<file path="src/design/subarray_target_sum_counter_defines.svh">
// assertion macros for the subarray target sum counter
`ifndef SUBARRAY_TARGET_SUM_COUNTER_DEFINES_SVH
`define SUBARRAY_TARGET_SUM_COUNTER_DEFINES_SVH
`ifndef SYNTH
// clocked check, off while in reset
`define STC_ASSERT(label, clk, rst_n, prop, msg) \
    label: assert property (@(posedge clk) disable iff (!rst_n) (prop)) else $error(msg);
// clocked check, also during reset
`define STC_ASSERT_ALWAYS(label, clk, prop, msg) \
    label: assert property (@(posedge clk) (prop)) else $error(msg);
`else
`define STC_ASSERT(label, clk, rst_n, prop, msg)
`define STC_ASSERT_ALWAYS(label, clk, prop, msg)
`endif
`endif

</file>
<file path="src/design/stc_ram.sv">
// generic single write port ram with registered read
module stc_ram #(
    parameter int WIDTH = 8,
    parameter int DEPTH = 16
) (
    input  logic                     i_clk,
    input  logic                     i_we,
    input  logic [$clog2(DEPTH)-1:0] i_waddr,
    input  logic [WIDTH-1:0]         i_wdata,
    input  logic [$clog2(DEPTH)-1:0] i_raddr,
    output logic [WIDTH-1:0]         o_rdata
);
    logic [WIDTH-1:0] r_mem [DEPTH];
    logic [WIDTH-1:0] r_rdata;

    always_ff @(posedge i_clk) begin
        if (i_we) begin
            r_mem[i_waddr] <= i_wdata;
        end
        r_rdata <= r_mem[i_raddr];
    end

    assign o_rdata = r_rdata;
endmodule

</file>
<file path="config.mk">
export PLATFORM = sky130hd
export DESIGN_NAME = stc_ram
export DESIGN_NICKNAME = d
export VERILOG_FILES = /design/src/design/subarray_target_sum_counter_defines.svh /design/src/design/stc_ram.sv
export SDC_FILE = /design/constraint.sdc
export NUM_CORES = 1
export LEC_CHECK = 0
export BUFFER_PORTS_ARGS = -buffer_cell sky130_fd_sc_hd__buf_2
export CORE_MARGIN = 2
export CORE_UTILIZATION = 40
export DETAILED_ROUTE_END_ITERATION = 12
export MAX_ROUTING_LAYER = met4
export PLACE_DENSITY = 0.64
export SYNTH_ARGS = -nofsm -noshare
export SYNTH_HDL_FRONTEND = slang
export SYNTH_SLANG_ARGS = --single-unit
export TNS_END_PERCENT = 100
</file>
<file path="constraint.sdc">
create_clock -name i_clk -period 3.6 [get_ports i_clk]
set_input_delay 0.72 -clock i_clk [delete_from_list [all_inputs] [get_ports i_clk]]
set_output_delay 0.72 -clock i_clk [all_outputs]
set_load 0.005 [all_outputs]
</file>
==> summary.md, run 1 <==
| Metric | Value |
|---|---|
| Outcome | finished clean |
| Compound-cell area share of the yosys netlist | 2.33% |
| FF-to-FF setup slack | ~2.2 ns |
| Die Ht | 117 um |
| # diodes | 0 |
| Die width | 117 um |
| R2r startpoint | r_mem[1][2] |
| Register area | approximately 0.0040 mm^2 |
| First-pass DRT Iterations | 4 |
| CP top delay family | buffers and inverters |
| FMAX | about 470 MHz |
| Critical Path RT | 3.89 ns |
| Critical Path Stages | 5 |
| Hold Crit Class | reg2reg |
| Total Routing Usage GR | 15.4% |
| Initial Util | 41.0% |
| Multi-input gate area | around 0.0011 mm^2 |
| Minimum clock period | 2.15 ns |
| Mapped Area | 0.00515 mm^2 |
| Layout fillers | just over 1000 |
| Placer's final routability congestion estimate | approximately 0.7 |
| CP Cell Sequence | buf_2, buf_4, mux4_1, a22oi_1, nand2_1 |
| Crit path DAT | between 2 and 2.5 ns |
| Critical path type | in2reg |
| Clock tree buffer depth | 2 |
| Wire per inst | about 21 um |
| CTS tree | built |
| TritonCTS Sinks | ~140 |
| Worst setup SP type | input port |
| Root buffer cell | clkbuf_16 |
| Core footprint | 0.0126 mm^2 |
| Power Dens Cells | 617 mW/mm^2 |
| Post-CTS sizing | 0 |
| Worst r2r path cells | 3 |
| Layout net count | 290 |
| Synth Area in Adders | 0% |
| Total number of vias | 2351 |
| I/O pin cnt | 26 |
| Synthesized flop and latch total | 136 |
| Die Area | around 0.014 mm^2 |
| Syn avg cell area | 22.5 um^2 |
| Vias in the first global route | about 2500 |
| Slew at the pin with the worst max-slew slack | 0.958 ns |
| Max-capacitance violation count | 0 |
| Period utilisation layout | 59.6% |
| Post-synth net total | approximately 250 |
| Fin. Hold Viols | 0 |
| Number of vias per cell | 5.14 |
| Post-synthesis xor/xnor area fraction | 0% |
| Post-route ant nets | 0 |
| Post-Layout Inst Area | 0.00610 mm^2 |
| Synth Warn # | 0 |
| RSZ-0062 raised after global routing | no |
| Buffers on Ports | 25 |
| Mux contribution to synthesized area | 15.0% |
| Fin cells | 457 |
| Slew HR | 35.9% |
| Seq/Total Area, Yosys | 77.8% |
| Buf/Inv on CP | 2 |
| Clk_skew | between 0.003 and 0.004 ns |
| Inst Count DP | 425 |
| Cells after Synth | ~230 |
| Crit. End Element | flop |
| Slowest stage delay, CP | 0.57 ns |
| Clock transition at path regs | 0.06 ns |
| First-pass GRT wire length | 14.7 mm |
| Residual DRC | 0 |
| Leak | a little over 0.002 uW |
| CP max FO | 21 |
| Distinct cells, synth | 19 |
| Dpl cell area | 0.00547 mm^2 |
| Final setup fails | 0 |
| Cts bufs inserted | 17 |
| Row count | just over 40 |
| Setup TNS | 0 ns |
| Post-detailed-routing wire length | about 9.4 mm |
| Setup bufs post-CTS | 0 |
| Combinational family with the most area after synthesis | multiplexers |
| Worst path slowest cell | mux4_1 |
| Area growth syn-to-layout | 18.6% |
| Reg-to-reg endpoint | o_rdata[2] |
| Post-DP HPWL | 5.74 mm |
| Worst setup path startpoint | i_raddr[0] |
| H-tree depth | 4 |
| Layout cells sized above 1 | between 20 and 30% |
| Slew Limit Fails | 0 |
| Peak supply drop | 0.000334 V |
| GR Overflow Total | 0 |
| End of the critical path | o_rdata[5] |
| Synth Area in Simple Gates | 3.18% |
| Clock latency on the worst-skew pair | 0.41 ns |
| Largest net degree at the start of global routing | 33 |
| CTS Hold Buffers Added | 0 |
| Initial antenna violation count | 0 |
| DRT iter0 DRCs | approximately 140 |
[cells by family (layout without fill, tap and decap cells)]
kind of cell / count (synthesis) / in the layout
mux: 32 / 32
simple gates: 35 / 35
flops: 136 / 136
compound gates: 16 / 16
buf+inv: 10 / 66
[layer usage]
layer	wire length [um]	vias to the layer above	global-route usage (%)
met4	71	0	5.65
li1	-	1062	-
met3	332	9	4.38
met1	4240	1232	19.9
met5	0	-	-
met2	4760	48	23.4
[cell usage in the layout, fill, tap and decap left out, drive strengths merged]
master / count
nand3: 1
nor2: 13
nand3b: 2
nand2b: 2
nand2: 9
mux4: 32
buf: 34
clkbuf: 18
clkinvlp: 4
and2: 1
clkinv: 5
nor2b: 1
nor3: 4
edfxtp: 128
bufinv: 5
or3b: 1
a22oi: 16
dfxtp: 8
and2b: 1
[cells in the mapped netlist]
master,instances,area [um^2]
nor2_1,13,48.8
clkdlybuf4s25_2,3,30.0
nand2b_1,2,12.5
mux4_1,14,368
dfxtp_1,8,160
buf_6,3,33.8
a22oi_1,16,120
nand2_1,9,33.8
buf_2,3,15.0
and2b_1,1,7.51
nor3_1,4,20.0
buf_4,1,7.51
and2_1,1,6.26
edfxtp_1,128,3840
mux4_2,18,405
nand3b_1,2,15.0
nand3_1,1,5.00
or3b_2,1,8.76
nor2b_1,1,6.26
[worst min path at each step]
| stage | slack, ns | startpoint | depth (start not counted) | endpoint |
|---|---|---|---|---|
| 2_1_floorplan | 0.63 | r_mem[7][0] | 3 | o_rdata[0] |
| 3_3_place_gp | 0.66 | r_mem[11][4] | 3 | o_rdata[4] |
| 3_5_place_dp | 0.67 | r_mem[9][4] | 3 | o_rdata[4] |
| 4_1_cts | 0.68 | i_wdata[7] | 1 | r_mem[10][7] |
| 5_1_grt | 0.69 | i_wdata[7] | 1 | r_mem[10][7] |
| 6_report | 0.69 | r_mem[15][7] | 3 | o_rdata[7] |
[worst reg2reg max path: stages, from the launching register on]
cell and delay (ns):
edfxtp_1 0.35, mux4_1 0.51, a22oi_1 0.34, nand2_1 0.10
[final cells by class]
class	count	area share (%)
multi-input combinational	83	17.3
tap	172	3.53
timing repair buffer	34	3.16
sequential	136	65.6
clock inverter	14	3.36
clock buffer	18	7.03
[stage by stage]
step	util, %	hold WS, ns	setup WS [ns]	total power (uW)
after global placement	43.5	0.655	1.02	1970
after CTS	48.6	0.676	1.44	3800
after global routing	48.6	0.690	1.33	3890
after floorplan	-	0.629	1.39	1900
final	48.6	0.686	1.45	3760
after detailed placement	43.5	0.674	1.00	1970
[report_power, final]
group	switching, uW	total, uW	internal (uW)
Clock	613	1830	1220
Combinational	87.0	153	65.6
Sequential	8.82	1780	1770
Total	709	3760	3060
[flip-flops by register name (all words and copies together) (netlist names)]
register / count
r_mem: 128
o_rdata: 8
Note: power is estimated with default switching activity, not from simulation.
==> run 2, diff against run 1 <==
PLACE_DENSITY = 0.66   (was 0.64)
clock period = 1.9 ns   (was 3.6 ns; I/O delays follow)
==> summary.md, run 2 (same netlist as run 1, synthesis figures left out) <==
| Metric | Value |
|---|---|
| Outcome | finished clean |
| Largest net degree at the start of global routing | 33 |
| Wire per inst | 21.5 um |
| Peak supply drop | about 0.00065 V |
| Critical Path Stages | 5 |
| Slowest stage delay, CP | around 0.57 ns |
| Internal cell power | 5970 uW |
| Layout fillers | 992 |
| Clock latency on the worst-skew pair | about 0.4 ns |
| Area growth syn-to-layout | 21.5% |
| Total Routing Usage GR | 16.5% |
| CTS Hold Buffers Added | 0 |
| Most common cell after layout, fill and taps aside | edfxtp_1 |
| # diodes | 0 |
| Clock transition at path regs | 0.06 ns |
| Slew at the pin with the worst max-slew slack | 0.848 ns |
| Reg power frac | 46.1% |
| Buffers on Ports | 25 |
| Crit. End Element | flop |
| CP Cell Sequence | buf_2, buf_4, mux4_1, a22oi_1, nand2_1 |
| CP max FO | 7 |
| Clock tree buffer depth | 2 |
| Top reg by flops | r_mem |
| Clock share of power | 49.7% |
| Post-DP HPWL | 6.32 mm |
| RSZ-0062 raised after global routing | no |
| Worst r2r path cells | 3 |
| Fin cells | roughly 470 |
| Minimum clock period | 1.38 ns |
| Setup bufs post-CTS | 0 |
| Critical path type | in2reg |
| Die Area | 0.0138 mm^2 |
| Commonest non-fill, non-tap cells in the layout | edfxtp_1 (128), buf_2 (25), mux4_2 (18) |
| Max-capacitance violation count | 0 |
| Number of vias per cell | 5.14 |
| Slew HR | 43.4% |
| Leak | 0.00214 uW |
| Total number of vias | 2406 |
| Combinational power share | 4.2% |
| Core footprint | about 0.013 mm^2 |
| Die width | 117 um |
| Max reg flops | 128 |
| Vias in the first global route | 2605 |
| Post-CTS sizing | 0 |
| Worst path slowest cell | mux4_1 |
| Inst Count DP | approximately 440 |
| NetSw | 1350 uW |
| Slew Limit Fails | 0 |
| Buf/Inv on CP | 2 |
| I/O pin cnt | 26 |
| GR Overflow Total | 0 |
| Period utilisation layout | 72.4% |
| Fin. Hold Viols | 0 |
| Power Dens Cells | approximately 1200 mW/mm^2 |
| Switching Share | 18.4% |
| Layout net count | 301 |
| Initial antenna violation count | 0 |
| Critical Path RT | about 2.2 ns |
| Setup TNS | 0 ns |
| Placer's final routability congestion estimate | 0.745 |
| CTS tree | built |
| Post-route ant nets | 0 |
| FMAX | 727 MHz |
| Cts bufs inserted | 17 |
| CP top delay family | multiplexers |
| Residual DRC | 0 |
| Worst setup SP type | input port |
| Post-detailed-routing wire length | ~10 mm |
| Crit path DAT | 1.67 ns |
| Die Ht | 117 um |
| Layout cells sized above 1 | between 30% and 40% |
| Clk_skew | 0.00767 ns |
| First-pass GRT wire length | 15.6 mm |
| Hold Crit Class | in2reg |
| Initial Util | 41.0% |
| DRT iter0 DRCs | 214 |
| Worst hold path depth | 1 |
| TritonCTS Sinks | 136 |
| First-pass DRT Iterations | 4 |
| H-tree depth | 4 |
| Root buffer cell | clkbuf_16 |
| Row count | slightly above 40 |
| Final setup fails | 0 |
## run 2: changes by cell type in the layout (fill, tap and decap cells not counted), sizes merged
cell | previous run | this run
clkinv | 5 | 6
bufinv | 5 | 6
buf | 34 | 45
clkinvlp | 4 | 2
## run 2: area by class of cell
class | instances | area (um^2) | share of cell area, %
repair buffers | 45 | 313 | 5.00
flip-flops and latches | 136 | 4000 | 64.0
clock inverters | 14 | 228 | 3.64
clock buffers | 18 | 439 | 7.02
well taps | 172 | 215 | 3.44
multi-input cells | 83 | 1060 | 16.9
## run 2: power by group through the flow
stage	registers [uW]	logic, uW	clock network, uW
global placement	3440	306	0
detailed placement	3440	315	0
floorplan	3430	170	0
finish	3380	308	3640
CTS	3380	316	3690
global route	3380	339	3810
## run 2: routing by layer
layer	global-route usage, %	part of all wire, %
met1	20.7	41
met2	25.9	53
met3	4.47	4.8
met4	6.33	0.83
met5	-	0
## run 2: stage by stage
step | worst slack, ns | hold slack (ns) | cell area (um^2) | util [%] | total power [uW]
6_report | 0.524 | 0.356 | 6260 | 49.8 | 7330
4_1_cts | 0.505 | 0.337 | 6260 | 49.8 | 7390
3_5_place_dp | 0.0775 | 0.657 | 5590 | 44.5 | 3760
5_1_grt | 0.453 | 0.349 | 6260 | 49.8 | 7540
3_3_place_gp | 0.0909 | 0.655 | 5590 | 44.5 | 3740
2_1_floorplan | 0.0271 | 0.479 | 5150 | - | 3600
## run 2: path summary, 6_finish.rpt
kind                 from     endpoint  slack (ns)
max reg2reg   r_mem[1][2]   o_rdata[2]        0.53
min            i_wdata[0]  r_mem[1][0]        0.36
min reg2reg  r_mem[15][2]   o_rdata[2]        0.67
max            i_raddr[0]   o_rdata[2]        0.52
