[config.mk]
export PLATFORM = sky130hd
export DESIGN_NAME = stc_acc_chain
export DESIGN_NICKNAME = d
export VERILOG_FILES = /design/src/design/stc_pkg.sv /design/src/design/stc_acc_cell.sv /design/src/design/stc_acc_chain.sv
export VERILOG_INCLUDE_DIRS = /design/src /design/src/design
export SDC_FILE = /design/constraint.sdc
export NUM_CORES = 1
export LEC_CHECK = 0
export BUFFER_PORTS_ARGS = -buffer_cell sky130_fd_sc_hd__buf_2
export CAP_MARGIN = 20
export CORE_MARGIN = 2
export CORE_UTILIZATION = 51
export CTS_CLUSTER_DIAMETER = 80
export DETAILED_ROUTE_END_ITERATION = 10
export HOLD_SLACK_MARGIN = 0.15
export PLACE_DENSITY_LB_ADDON = 0.08
export SLEW_MARGIN = 40
export SYNTH_ARGS = -nofsm -noshare
export SYNTH_HDL_FRONTEND = slang
export SYNTH_SLANG_ARGS = --single-unit
[constraint.sdc]
create_clock -name i_clk -period 2.7 [get_ports i_clk]
set_input_delay 0.27 -clock i_clk [delete_from_list [all_inputs] [get_ports i_clk]]
set_output_delay 0.27 -clock i_clk [all_outputs]
set_load 0.02 [all_outputs]
[src/design/subarray_target_sum_counter_defines.svh]
// assertion macros for the subarray target sum counter
`ifndef SUBARRAY_TARGET_SUM_COUNTER_DEFINES_SVH
`define SUBARRAY_TARGET_SUM_COUNTER_DEFINES_SVH
`ifndef SYNTH
// clocked check, off while in reset
`define STC_ASSERT(label, clk, rst_n, prop, msg) \
    label: assert property (@(posedge clk) disable iff (!rst_n) (prop)) else $error(msg);
// clocked check, also during reset
`define STC_ASSERT_ALWAYS(label, clk, prop, msg) \
    label: assert property (@(posedge clk) (prop)) else $error(msg);
`else
`define STC_ASSERT(label, clk, rst_n, prop, msg)
`define STC_ASSERT_ALWAYS(label, clk, prop, msg)
`endif
`endif

[src/design/stc_pkg.sv]
// shared types and constants of the subarray target sum counter
package stc_pkg;
    localparam int TABLE_SIZE = 4096;
    localparam int IDX_W      = $clog2(TABLE_SIZE);
    localparam int KEY_W      = 64;
    localparam int CNT_W      = 32;
    localparam int TOTAL_W    = 63;
    localparam int CELL_W     = 16;
    localparam int NUM_CELLS  = KEY_W / CELL_W;
    localparam int STEP_W     = $clog2(NUM_CELLS + 1);

    typedef struct packed {
        logic signed [31:0] value;
        logic               start_req;
    } t_in;

    typedef struct packed {
        logic [TOTAL_W-1:0] match_count;
        logic               table_full;
    } t_out;

    typedef struct packed {
        logic clr;
        logic start;
    } t_acc_ctrl;

    typedef enum logic [2:0] {
        ST_CLEAR,
        ST_IDLE,
        ST_SUM,
        ST_DIFF,
        ST_CHK1,
        ST_ISSUE2,
        ST_CHK2,
        ST_WAIT
    } t_state;
endpackage

[src/design/stc_acc_cell.sv]
// one slice of the match total accumulator
module stc_acc_cell (
    input  logic                      i_clk,
    input  logic                      i_rst_n,
    input  logic                      i_clr,
    input  logic                      i_run,
    input  logic                      i_load,
    input  logic                      i_sat,
    input  logic [stc_pkg::CELL_W-1:0] i_addend,
    input  logic [stc_pkg::CELL_W-1:0] i_sat_val,
    input  logic                      i_carry,
    output logic [stc_pkg::CELL_W-1:0] o_sum,
    output logic                      o_carry
);
    logic [stc_pkg::CELL_W-1:0] r_sum;
    logic [stc_pkg::CELL_W-1:0] n_sum;
    logic                      r_carry;
    logic                      n_carry;
    logic [stc_pkg::CELL_W:0]   w_add;

    always_comb begin
        w_add   = {1'b0, r_sum} + {1'b0, (i_load ? i_addend : '0)}
                + {{stc_pkg::CELL_W{1'b0}}, i_carry};
        n_sum   = r_sum;
        n_carry = 1'b0;
        if (i_clr) begin
            n_sum = '0;
        end else if (i_sat) begin
            n_sum = i_sat_val;
        end else if (i_run) begin
            n_sum   = w_add[stc_pkg::CELL_W-1:0];
            n_carry = w_add[stc_pkg::CELL_W];
        end
    end

    always_ff @(posedge i_clk) begin
        if (!i_rst_n) begin
            r_sum   <= '0;
            r_carry <= 1'b0;
        end else begin
            r_sum   <= n_sum;
            r_carry <= n_carry;
        end
    end

    assign o_sum   = r_sum;
    assign o_carry = r_carry;
endmodule

[src/design/stc_acc_chain.sv]
// row of accumulator cells, carries move one cell per cycle, then saturate on overflow
`include "subarray_target_sum_counter_defines.svh"
module stc_acc_chain (
    input  logic                        i_clk,
    input  logic                        i_rst_n,
    input  stc_pkg::t_acc_ctrl          i_ctrl,
    input  logic [stc_pkg::CNT_W-1:0]   i_addend,
    output logic                        o_busy,
    output logic [stc_pkg::TOTAL_W-1:0] o_total
);
    localparam logic [stc_pkg::STEP_W-1:0] LastStep = stc_pkg::STEP_W'(stc_pkg::NUM_CELLS);

    logic [stc_pkg::KEY_W-1:0]    r_addend;
    logic [stc_pkg::KEY_W-1:0]    w_sum;
    logic [stc_pkg::KEY_W-1:0]    w_sat;
    logic [stc_pkg::NUM_CELLS-1:0] w_carry;
    logic                         r_busy;
    logic                         n_busy;
    logic [stc_pkg::STEP_W-1:0]   r_step;
    logic [stc_pkg::STEP_W-1:0]   n_step;
    logic                         w_run;
    logic                         w_sat_step;

    assign w_run      = r_busy && (r_step != LastStep);
    assign w_sat_step = r_busy && (r_step == LastStep) && w_sum[stc_pkg::KEY_W-1];
    assign w_sat      = {1'b0, {(stc_pkg::KEY_W-1){1'b1}}};

    always_comb begin
        n_busy = r_busy;
        n_step = r_step;
        if (i_ctrl.clr) begin
            n_busy = 1'b0;
            n_step = '0;
        end else if (i_ctrl.start) begin
            n_busy = 1'b1;
            n_step = '0;
        end else if (r_busy) begin
            if (r_step == LastStep) begin
                n_busy = 1'b0;
            end else begin
                n_step = r_step + 1'b1;
            end
        end
    end

    always_ff @(posedge i_clk) begin
        if (!i_rst_n) begin
            r_busy <= 1'b0;
            r_step <= '0;
        end else begin
            r_busy <= n_busy;
            r_step <= n_step;
        end
    end

    always_ff @(posedge i_clk) begin
        if (i_ctrl.start) begin
            r_addend <= {{(stc_pkg::KEY_W-stc_pkg::CNT_W){1'b0}}, i_addend};
        end
    end

    for (genvar k = 0; k < stc_pkg::NUM_CELLS; k++) begin : g_cell
        logic w_cin;
        if (k == 0) begin : g_first
            assign w_cin = 1'b0;
        end else begin : g_next
            assign w_cin = w_carry[k-1];
        end
        stc_acc_cell u_cell (
            .i_clk     (i_clk),
            .i_rst_n   (i_rst_n),
            .i_clr     (i_ctrl.clr),
            .i_run     (w_run),
            .i_load    (r_step == '0),
            .i_sat     (w_sat_step),
            .i_addend  (r_addend[k*stc_pkg::CELL_W +: stc_pkg::CELL_W]),
            .i_sat_val (w_sat[k*stc_pkg::CELL_W +: stc_pkg::CELL_W]),
            .i_carry   (w_cin),
            .o_sum     (w_sum[k*stc_pkg::CELL_W +: stc_pkg::CELL_W]),
            .o_carry   (w_carry[k])
        );
    end

    assign o_busy  = r_busy;
    assign o_total = w_sum[stc_pkg::TOTAL_W-1:0];

    // the total never needs a carry out of the top cell
    `STC_ASSERT(a_no_top_carry, i_clk, i_rst_n, !w_carry[stc_pkg::NUM_CELLS-1], "top carry set")
    // a new add is never started while one is still in flight
    `STC_ASSERT(a_start_idle, i_clk, i_rst_n, i_ctrl.start |-> !r_busy, "add overlap")
endmodule

==> impl_metrics.toml <==
[outcome]
outcome = "finished, violations left"
violations_in_the_final_reports = "setup timing"

[finish]
antenna-diode-count = 0
layout_common_cells = "98 x sky130_fd_sc_hd__buf_2, 73 x sky130_fd_sc_hd__a21oi_1, 69 x sky130_fd_sc_hd__dfxtp_1, 46 x sky130_fd_sc_hd__buf_4, 36 x sky130_fd_sc_hd__nand2_1"
share_of_cells_above_drive_strength_1_pct = 29.4
fillCellCount = 883
layoutNonFillerInstCount = 884
most_common_library_cell_in_the_layout_ignoring_fill_and_taps = "sky130_fd_sc_hd__buf_2"
area_growth_syn_to_layout_pct = 27.1
design.final.nets = 815
regArea_um2 = 2380
final_cell_area_um2 = 7100
multi_input_area_um2 = 3130

[sta]
max_slew.worst_pin.slew_ns = 0.496
report.final.setup_viol = 1
report.final.hold_viol_count = 0
slew_headroom_pct = 66.8
min_period_over_period_pct = 100
rsz0062_at_grt = "yes"
setup_slack_ns = -0.00675
slew_viol_final = 0
clock-skew-final_ns = 0.00756
timing.final.crit_period_ns = 2.71
max_freq_mhz = 369

[power_and_ir_drop]
p_per_area_nw_per_um2 = 434
power.static_leakage_nw = 3.03
ir_worst_vdd_v = 0.000261

[logic_synthesis]
synth_area_um2 = 5580
ys_seq_area_share_pct = 42.7
synth_edf_count = 32
mappedNetlistNets = 665
postSynthCellCount = 589
post_synth_num_cell_types = 55
async_flop_share_pct = 0
post_synthesis_sequential_element_count = 103
postSynth.topFlopCell = "sky130_fd_sc_hd__dfxtp_1"
avgSynthCellArea_um2 = 9.48
synth_warnings = 0

[die]
design.portCount = 100
initial_utilization_pct = 52.0
core_region_area_um2 = 10700
row_count = 38
die_width_um = 109
die_y_um = 109
die_area_um2 = 11800

[route]
drt-total-wl_um = 13600
via_density_per_instance = 5.55
first_iter_violations = 229
avgRoutedWirePerCell_um = 15.4
drtAntennaViolNets = 0
vias = 4910
number_of_search_and_repair_iterations_in_the_first_detailed_routing_pass = 4
drc = 0

[global_route]
initial_antenna_violation_count = 0
grt_max_degree = 41
grt_remaining_overflow = 0
first_global_vias = 4684
globalRouteTotalUtil_pct = 23.3
wire_length_of_the_first_global_routing_pass_um = 21800

[clock_tree]
cts.htree.levels = 3
clock-sinks = 103
cts.clk_slew.worst_paths_ns = 0.09
clock_path_buffers = 2
tritoncts_clock_tree = "yes"
later_pin_clock_latency_in_the_skew_report_ns = 0.37
number_of_cts_inserted_buffers = 9
clock_tree.root_cell = "sky130_fd_sc_hd__clkbuf_8"

[hold_path]
min_delay_path_depth = 4
min_to = "g_cell[1].u_cell.o_sum[11]$_SDFFE_PP0P_"
worstHoldPathType = "in2reg"
hold_path_startpoint = "i_ctrl[1]"

[setup_path]
critPathLaunch = "r_step[1]$_SDFFE_PP0P_"
ff2ff_path_depth = 11
setup.worst_path.class = "reg2reg"
worstPathArrival_ns = 2.98
ff_to_ff_end = "g_cell[1].u_cell.o_sum[12]$_SDFFE_PP0P_"
critical_path.reg2reg.startpoint = "r_step[1]$_SDFFE_PP0P_"
setup.reg_to_reg.worst_slack_ns = -0.007
type_of_element_capturing_the_critical_path = "flop"
cp.required_ns = 2.97
timing.critical_path.from_type = "flop"
critPathMaxFanout = 7

[placed_design]
dpl_cell_area_um2 = 6400
detailed_place_hpwl_um = 9230
globalplace.congestion = 0.851
place.port_buffers = 99
placedCellCount = 830

[job]
max_cap_violations = 0
[timing repair]
action | CTS | global route
cloned | 1 | 0
buffers inserted | 6 | 0
pin swaps | 11 | 21
hold buffers | 32 | 0
gates resized for setup | 12 | 28
hold endpoints to repair | 32 | 0
endpoints found under the setup margin | 12 | 17
[final cells by class]
class / instances / area share [%]
multi-input combinational: 434 / 44.1
inverter: 12 / 0.635
tap: 140 / 2.47
clock inverter: 4 / 0.282
timing repair buffer: 179 / 16.8
clock buffer: 12 / 2.19
sequential: 103 / 33.6
[where the power goes]
part / switching [mW] / internal, mW
combinational: 0.273 / 0.239
sequential: 0.0252 / 1.65
clock: 0.512 / 0.380
[metrics by stage]
step | hold WS [ns] | setup TNS, ns | power [mW] | setup WS [ns] | utilization [%]
floorplan | 0.340 | -0.0706 | 1.99 | -0.0706 | -
global placement | 0.446 | -0.0197 | 2.14 | -0.0147 | 59.6
detailed placement | 0.448 | -0.536 | 2.15 | -0.115 | 59.6
CTS | 0.259 | 0 | 3.08 | 0.0142 | 65.0
global route | 0.281 | -0.373 | 3.21 | -0.104 | 66.1
finish | 0.272 | -0.00675 | 3.08 | -0.00675 | 66.1
[Yosys cell counts, types with 2 or more instances]
cell | n | area [um^2]
sky130_fd_sc_hd__a211o_1 | 2 | 17.5
sky130_fd_sc_hd__a211oi_1 | 7 | 52.6
sky130_fd_sc_hd__a21o_1 | 11 | 82.6
sky130_fd_sc_hd__a21oi_1 | 77 | 385
sky130_fd_sc_hd__a311oi_1 | 2 | 17.5
sky130_fd_sc_hd__a31o_2 | 2 | 17.5
sky130_fd_sc_hd__a31oi_1 | 4 | 25.0
sky130_fd_sc_hd__and2_1 | 31 | 194
sky130_fd_sc_hd__and3_1 | 7 | 43.8
sky130_fd_sc_hd__and4_1 | 3 | 26.3
sky130_fd_sc_hd__buf_4 | 16 | 120
sky130_fd_sc_hd__clkbuf_1 | 23 | 86.3
sky130_fd_sc_hd__dfxtp_1 | 71 | 1420
sky130_fd_sc_hd__edfxtp_1 | 32 | 961
sky130_fd_sc_hd__fa_1 | 3 | 60.1
sky130_fd_sc_hd__ha_1 | 37 | 463
sky130_fd_sc_hd__inv_1 | 12 | 45.0
sky130_fd_sc_hd__mux2i_1 | 3 | 30.0
sky130_fd_sc_hd__nand2_1 | 37 | 139
sky130_fd_sc_hd__nand2b_1 | 5 | 31.3
sky130_fd_sc_hd__nand3_1 | 14 | 70.1
sky130_fd_sc_hd__nand4_1 | 13 | 81.3
sky130_fd_sc_hd__nor2_1 | 29 | 109
sky130_fd_sc_hd__nor2b_1 | 4 | 25.0
sky130_fd_sc_hd__nor3_1 | 11 | 55.1
sky130_fd_sc_hd__o2111ai_1 | 2 | 17.5
sky130_fd_sc_hd__o211ai_1 | 3 | 22.5
sky130_fd_sc_hd__o21a_1 | 4 | 30.0
sky130_fd_sc_hd__o21ai_0 | 36 | 180
sky130_fd_sc_hd__o21ai_1 | 2 | 10.0
sky130_fd_sc_hd__o221a_2 | 8 | 90.1
sky130_fd_sc_hd__o221ai_1 | 4 | 35.0
sky130_fd_sc_hd__o31ai_1 | 5 | 37.5
sky130_fd_sc_hd__or2_2 | 3 | 18.8
sky130_fd_sc_hd__or3_1 | 2 | 12.5
sky130_fd_sc_hd__xnor2_1 | 21 | 184
sky130_fd_sc_hd__xor2_1 | 25 | 219
[registers in the layout, indices dropped and copies added (netlist names)]
register	count
g_cell.u_cell.o_carry	3
g_cell.u_cell.o_sum	64
o_busy	1
r_addend	32
r_step	3
[kinds of logic after synthesis]
family	after synthesis	share of synthesized area (%)
compound gates	180	20.3
xor+xnor	46	7.22
fa+ha+maj	40	9.37
buf+inv	53	4.66
flops	103	42.7
mux	3	0.538
simple gates	164	15.2
[worst max-delay path, cell delays in order, from the launching register on]
cell                      delay (ns)
sky130_fd_sc_hd__dfxtp_2        0.33
sky130_fd_sc_hd__inv_2          0.07
sky130_fd_sc_hd__ha_4           0.15
sky130_fd_sc_hd__nor2b_4        0.30
sky130_fd_sc_hd__and2_1         0.18
sky130_fd_sc_hd__ha_1           0.24
sky130_fd_sc_hd__a21o_1         0.19
sky130_fd_sc_hd__a21o_1         0.21
sky130_fd_sc_hd__o21a_1         0.18
sky130_fd_sc_hd__a31o_4         0.21
sky130_fd_sc_hd__or4_1          0.39
sky130_fd_sc_hd__and3_1         0.15
[how the worst max path moves through the flow]
stage,slack (ns),endpoint
4_1_cts,0.01,g_cell[1].u_cell.o_sum[12]$_SDFFE_PP0P_
2_1_floorplan,-0.07,g_cell[1].u_cell.o_sum[12]$_SDFFE_PP0P_
5_1_grt,-0.10,g_cell[1].u_cell.o_sum[12]$_SDFFE_PP0P_
3_3_place_gp,-0.01,g_cell[0].u_cell.o_carry$_SDFF_PP0_
6_report,-0.007,g_cell[1].u_cell.o_sum[12]$_SDFFE_PP0P_
3_5_place_dp,-0.11,g_cell[0].u_cell.o_carry$_SDFF_PP0_
[metal layers]
layer  GRT usage (%)  vias up  share of wire, %
met1            31.0     2325                46
met3            3.17       14               4.4
met2            39.1      137                48
li1                -     2434                 -
met5               0        -                 0
met4            7.78        0               1.3
Note: power is estimated with default switching activity, not from simulation.
